### src/hdl/tbi_pkg.sv
// Shared types and constants for the barycentric triangle interpolator.
// Depends on nothing.
`default_nettype none
package tbi_pkg;
    typedef enum logic [1:0] {
        ST_INSIDE = 2'd0,
        ST_OUTSIDE = 2'd1,
        ST_DEGEN = 2'd2
    } status_t;
    localparam int TAG_BITS = 16;
endpackage
`default_nettype wire

### src/hdl/tbi_blend.sv
// Weighted blend of vertex values: two products, then sum and floor shift, then result register.
// Depends on tbi_pkg.
`default_nettype none
module tbi_blend
    import tbi_pkg::*;
#(
    parameter int FRAC_BITS = 16,
    parameter int VALUE_BITS = 16
)
(
    input  wire logic                         clk,
    input  wire logic                         rst_n,
    input  wire logic                         in_valid,
    input  wire status_t                      in_status,
    input  wire logic [FRAC_BITS:0]           in_xq,
    input  wire logic [FRAC_BITS:0]           in_eq,
    input  wire logic signed [VALUE_BITS-1:0] in_fa,
    input  wire logic signed [VALUE_BITS:0]   in_dfb,
    input  wire logic signed [VALUE_BITS:0]   in_dfc,
    input  wire logic [TAG_BITS-1:0]          in_tag,
    output logic                              done,
    output logic [1:0]                        status,
    output logic signed [VALUE_BITS-1:0]      value_out,
    output logic [FRAC_BITS:0]                xsi_out,
    output logic [FRAC_BITS:0]                eta_out,
    output logic [TAG_BITS-1:0]               tag_out
);
    localparam int MW = VALUE_BITS + FRAC_BITS + 3;

    logic v1_reg;
    status_t st1_reg;
    logic signed [MW-1:0] px_reg, pe_reg;
    logic signed [VALUE_BITS-1:0] fa1_reg;
    logic [FRAC_BITS:0] xq1_reg, eq1_reg;
    logic [TAG_BITS-1:0] tag1_reg;
    logic signed [MW:0] s_next;
    logic inside_next;

    always_ff @(posedge clk or negedge rst_n)
    begin
        if (!rst_n)
        begin
            v1_reg <= 1'b0;
            done <= 1'b0;
        end
        else
        begin
            v1_reg <= in_valid;
            done <= v1_reg;
        end
    end

    always_ff @(posedge clk)
    begin
        px_reg <= MW'($signed({1'b0, in_xq})) * MW'(in_dfb);
        pe_reg <= MW'($signed({1'b0, in_eq})) * MW'(in_dfc);
        st1_reg <= in_status;
        fa1_reg <= in_fa;
        xq1_reg <= in_xq;
        eq1_reg <= in_eq;
        tag1_reg <= in_tag;
    end

    always_comb
    begin
        s_next = ((MW+1)'(fa1_reg) <<< FRAC_BITS) + (MW+1)'(px_reg) + (MW+1)'(pe_reg);
        inside_next = (st1_reg == ST_INSIDE);
    end

    always_ff @(posedge clk)
    begin
        status <= st1_reg;
        tag_out <= tag1_reg;
        value_out <= inside_next ? VALUE_BITS'(s_next >>> FRAC_BITS) : '0;
        xsi_out <= inside_next ? xq1_reg : '0;
        eta_out <= inside_next ? eq1_reg : '0;
    end
endmodule
`default_nettype wire

### config.mk
export PLATFORM = sky130hd
export DESIGN_NAME = tbi_blend
export DESIGN_NICKNAME = d
export VERILOG_FILES = /design/src/hdl/tbi_pkg.sv /design/src/hdl/tbi_blend.sv
export SDC_FILE = /design/constraint.sdc
export NUM_CORES = 2
export LEC_CHECK = 0
export BUFFER_PORTS_ARGS = -buffer_cell sky130_fd_sc_hd__buf_2
export CORE_UTILIZATION = 46
export CTS_CLUSTER_DIAMETER = 60
export DETAILED_ROUTE_END_ITERATION = 8
export PLACE_DENSITY_LB_ADDON = 0.25
export SYNTH_ARGS = -nofsm -noshare
export SYNTH_HDL_FRONTEND = slang
export SYNTH_SLANG_ARGS = --single-unit
### constraint.sdc
create_clock -name clk -period 3.6 [get_ports clk]
set_input_delay 0.54 -clock clk [delete_from_list [all_inputs] [get_ports clk]]
set_output_delay 0.54 -clock clk [all_outputs]
set_load 0.01 [all_outputs]
; Word-level counts from Yosys, hierarchy flattened
; Index checks and enable logic that the tools add are counted.
[totals]
ff_bits = 202
inputBits = 105
[op_classes]
mul = 2
n_reduce_logical = 1
addsub = 2
[op_table]
columns = operator, count
row1 = $add A32 B32 Y32, 2
row2 = $mul A18 B17 Y32, 2
row3 = $logic_not A2 Y1, 1

; Logic depth before layout (Yosys ltp)
[depth]
depth_word = 2
depth_mapped = 25

; Worst setup path after synthesis
; No wires, ideal clock.
[synth_timing]
path_kind = input to register
startpoint = input in_dfb[10]
endpoint = register px_reg[31]
arrival_ps = 6507
setup_slack_ps = -2979
setup_ps = 72
n_path_buf = 2
cell_stages = 24
cell_sequence = clkbuf_1 -> clkbuf_1 -> nand2_1 -> fa_1 -> inv_1 -> fa_1 -> inv_1 -> fa_1 -> inv_1 -> fa_1 -> fa_1 -> inv_1 -> fa_1 -> inv_1 -> ha_1 -> and3_1 -> and3_4 -> a221o_1 -> o31ai_4 -> o21ai_2 -> a41o_1 -> a221o_1 -> a21oi_2 -> xnor2_1
[synth_via]
elab_chain_len = 1
[synth_lines]
columns = element, line
row1 = from (decl), tbi_blend.sv:18  ; input wire logic signed [VALUE_BITS:0] in_dfb,
row2 = $mul A18 B17 Y32, tbi_blend.sv:55  ; px_reg <= MW'($signed({1'b0, in_xq})) * MW'(in_dfb);
row3 = to (signal assigned), tbi_blend.sv:55
row4 = to (decl), tbi_blend.sv:32  ; logic signed [MW-1:0] px_reg, pe_reg;
; No other way between the ends.
; A chain may end at the register's enable or synchronous reset.

; Worst setup path in the final report
[layout_timing]
startpoint = input in_dfb[5]
endpoint = register px_reg[31]
; Same word-level chain as after synthesis.

==> impl_metrics.csv <==
group,metric,value,unit
finish,fill_cells,4539,
global_routing,grt_first_pass_wirelength,99.7,mm
synthesis,synth_warnings,0,
synthesis,synth.avg_cell_area,9.59,µm²
setup_path,rr_worst_depth,11,
synthesis,synth.top_cell.area_share,0.374,
run_status,outcome,"finished, violations left",
timing,slew_headroom,0.471,
routing,routed_wl,60.1,mm
clock_network,cts_sinks,202,
synthesis,async_flop_share,0.00990,
global_routing,grt.overflow.total,0,
clock_network,insertion_delay,0.57,ns
routing,drcViolationCount,10,
synthesis,synth_ff_type,"dfxtp_1",
timing,setup_viol,48,
min_path,hp-class,"primary input to flop",
routing,ant_nets,0,
global_routing,grt_max_degree,22,
floorplanning,rows,84,
synthesis,syn_nets,3419,
routing,drt_first_pass_iters,7,
placement,dpl.hpwl,49.2,mm
clock_network,clockBufferDepth,3,
timing,rsz0062_at_grt,"true",
clock_network,path_clk_slew,0.06,ns
timing,clock.fmax,175,MHz
clock_network,cts-root-buf,"clkbuf_16",
synthesis,ys_types,58,
placement,dp_cells,3659,
setup_path,rrSetupSlack,0.24,ns
setup_path,crit_path_start_kind,"primary input",
synthesis,synth_area_leader_cell,"fa_1",
synthesis,synth_cells,2587,
finish,drive_above_1_share,0.276,
synthesis,synth.ff_latch_count,202,
setup_path,crit_type,"primary input to flop",
timing,setup_ws,-2.11,ns
clock_network,cts_tree,"done",
routing,drt_iter0_drc,744,
routing,via_count,18600,
synthesis,synthTopCellsByCount,"inv_1 (560), fa_1 (463), and2_1 (321)",
placement,gp_congestion,0.884,
setup_path,r2r-end,"value_out[14]$_SDFF_PP0_",
floorplanning,die_w,234,µm
floorplanning,coreArea,0.0530,mm²
global_routing,grt_antenna_before_repair,3,
floorplanning,pin_count,174,
placement,port_buffers,173,
synthesis,synth_area,0.0248,mm²
finish,antenna_cells,0,
synthesis,yosysMostFrequentCell,"inv_1",
timing,post-route-min-period,5.71,ns
timing,period_share,1.59,
floorplanning,dieHeight,234,µm
clock_network,htreeDepth,1,
synthesis,yosys-top-cells-area,"fa_1 (37%), dfxtp_1 (16%), ha_1 (13%), inv_1 (8.5%), and2_1 (8.1%)",
min_path,hold_path_depth,1,
synthesis,synth_edf_count,0,
setup_path,r2r_start,"px_reg[9]$_DFF_P_",
finish,fin_cells,3760,
routing,wl_per_cell,16.0,µm
timing,worst_pin_slew,0.785,ns
timing,tns,-64.45,ns
placement,dp_slack,-2.85,ns
timing,maxSlewViolCount,0,
timing,clock_skew,0.0179,ns
routing,post_drt_via_cell_ratio,4.93,
finish,area_delta_synth_final,28.4,%
global_routing,track_usage,0.230,
floorplanning,die-area,0.0549,mm²
setup_path,cp-end-kind,"flop",
timing,hold_violations,0,
run,cap_violations,0,
setup_path,path_max_fanout,7,
synthesis,ys_seq_area_frac,0.163,
global_routing,grt_pass1_vias,20200,
setup_path,crit_required,4.04,ns
run_status,violations,"design-rule violations, negative setup slack",
setup_path,cp.arrival,6.15,ns
clock_network,numCtsBuffers,26,
min_path,hold_end,"tag1_reg[13]$_DFF_P_",
floorplanning,initial_core_util,0.468,
min_path,min_from,"in_tag[13]",
finish,num-nets-final,3886,
-- cell usage in the layout (no fill, tap or decap), types with 11 or more instances in the layout --
| cell type | Yosys | final |
|---|---|---|
| nand3_1 | 15 | 11 |
| and2_4 | 0 | 43 |
| fa_1 | 463 | 437 |
| nand2_1 | 274 | 258 |
| inv_1 | 560 | 512 |
| nor2_1 | 58 | 48 |
| nand2_2 | 0 | 12 |
| nand2b_1 | 31 | 31 |
| fa_2 | 0 | 26 |
| inv_2 | 0 | 46 |
| ha_1 | 264 | 220 |
| a21oi_4 | 0 | 11 |
| buf_12 | 0 | 12 |
| and2_1 | 321 | 278 |
| a21oi_2 | 1 | 21 |
| clkbuf_16 | 0 | 26 |
| a21o_1 | 28 | 28 |
| ha_4 | 0 | 35 |
| o21ai_2 | 1 | 15 |
| o21a_1 | 11 | 11 |
| buf_4 | 0 | 272 |
| buf_2 | 1 | 125 |
| o21ai_0 | 39 | 17 |
| xor2_1 | 19 | 19 |
| xnor2_1 | 60 | 54 |
| dfxtp_1 | 200 | 200 |
| buf_6 | 0 | 96 |
| a21oi_1 | 65 | 34 |
-- layout make-up --
type,instances,area (µm²),share of cell area
multi-input combinational,1746,19700,0.617
clock inverter,18,295,0.00927
timing repair buffer,517,4190,0.131
inverter,561,2110,0.0663
tap,688,861,0.0270
sequential,202,4050,0.127
clock buffer,28,678,0.0213
-- kinds of logic after synthesis --
kind of cell / synth area share
and+or+nand+nor: 0.154
DFF: 0.163
AOI/OAI and AO/OA: 0.0511
buffers and inverters: 0.0967
adders and majority gates: 0.507
xor gates and xnor gates: 0.0279
-- through the flow --
stage | area (µm²) | utilization | hold slack, ns
detailed placement | 28900 | 0.546 | 0.312
global placement | 28900 | 0.546 | 0.310
finish | 31900 | 0.601 | 0.0723
CTS | 31300 | 0.591 | 0.0341
global route | 31900 | 0.601 | 0.0380
floorplan | 25700 | - | 0.244
-- metal layers --
metal  share of wire  GRT usage
met5               0          0
met1            0.44      0.313
met4           0.024     0.0580
met2            0.50      0.392
met3           0.038     0.0247
-- critical path, stage by stage --
cell     delay, ns
buf_12        0.11
buf_6         0.11
and2_4        0.13
fa_1          0.54
inv_2         0.04
fa_1          0.48
inv_2         0.04
fa_1          0.48
fa_1          0.51
fa_1          0.51
inv_2         0.04
fa_1          0.49
inv_2         0.04
ha_4          0.21
and3_4        0.15
and3_4        0.17
a221o_1       0.38
o31ai_4       0.27
o21ai_2       0.11
a41o_1        0.22
a221o_1       0.35
a21oi_2       0.13
xnor2_1       0.08
-- what timing repair did --
| action | CTS | global route |
|---|---|---|
| endpoints found under the setup margin | 49 | 57 |
| buffers inserted | 42 | 25 |
| pin swaps | 132 | 80 |
| hold buffers | 1 | 0 |
| resized for setup | 304 | 115 |
| hold endpoints to repair | 2 | 0 |
| gates cloned | 2 | 0 |
-- worst max-delay path by stage --
stage,startpoint,endpoint,cells after the start
6_report,in_dfb[5],px_reg[31]$_DFF_P_,23
5_1_grt,in_dfb[5],px_reg[31]$_DFF_P_,23
4_1_cts,in_xq[7],px_reg[31]$_DFF_P_,23
3_5_place_dp,in_xq[7],px_reg[31]$_DFF_P_,22
3_3_place_gp,in_xq[8],px_reg[31]$_DFF_P_,23
2_1_floorplan,in_dfb[7],px_reg[31]$_DFF_P_,25
Power is left out: the tool's default activity adds up to more than one toggle a clock period on the data nets, which glitch-free logic cannot reach.
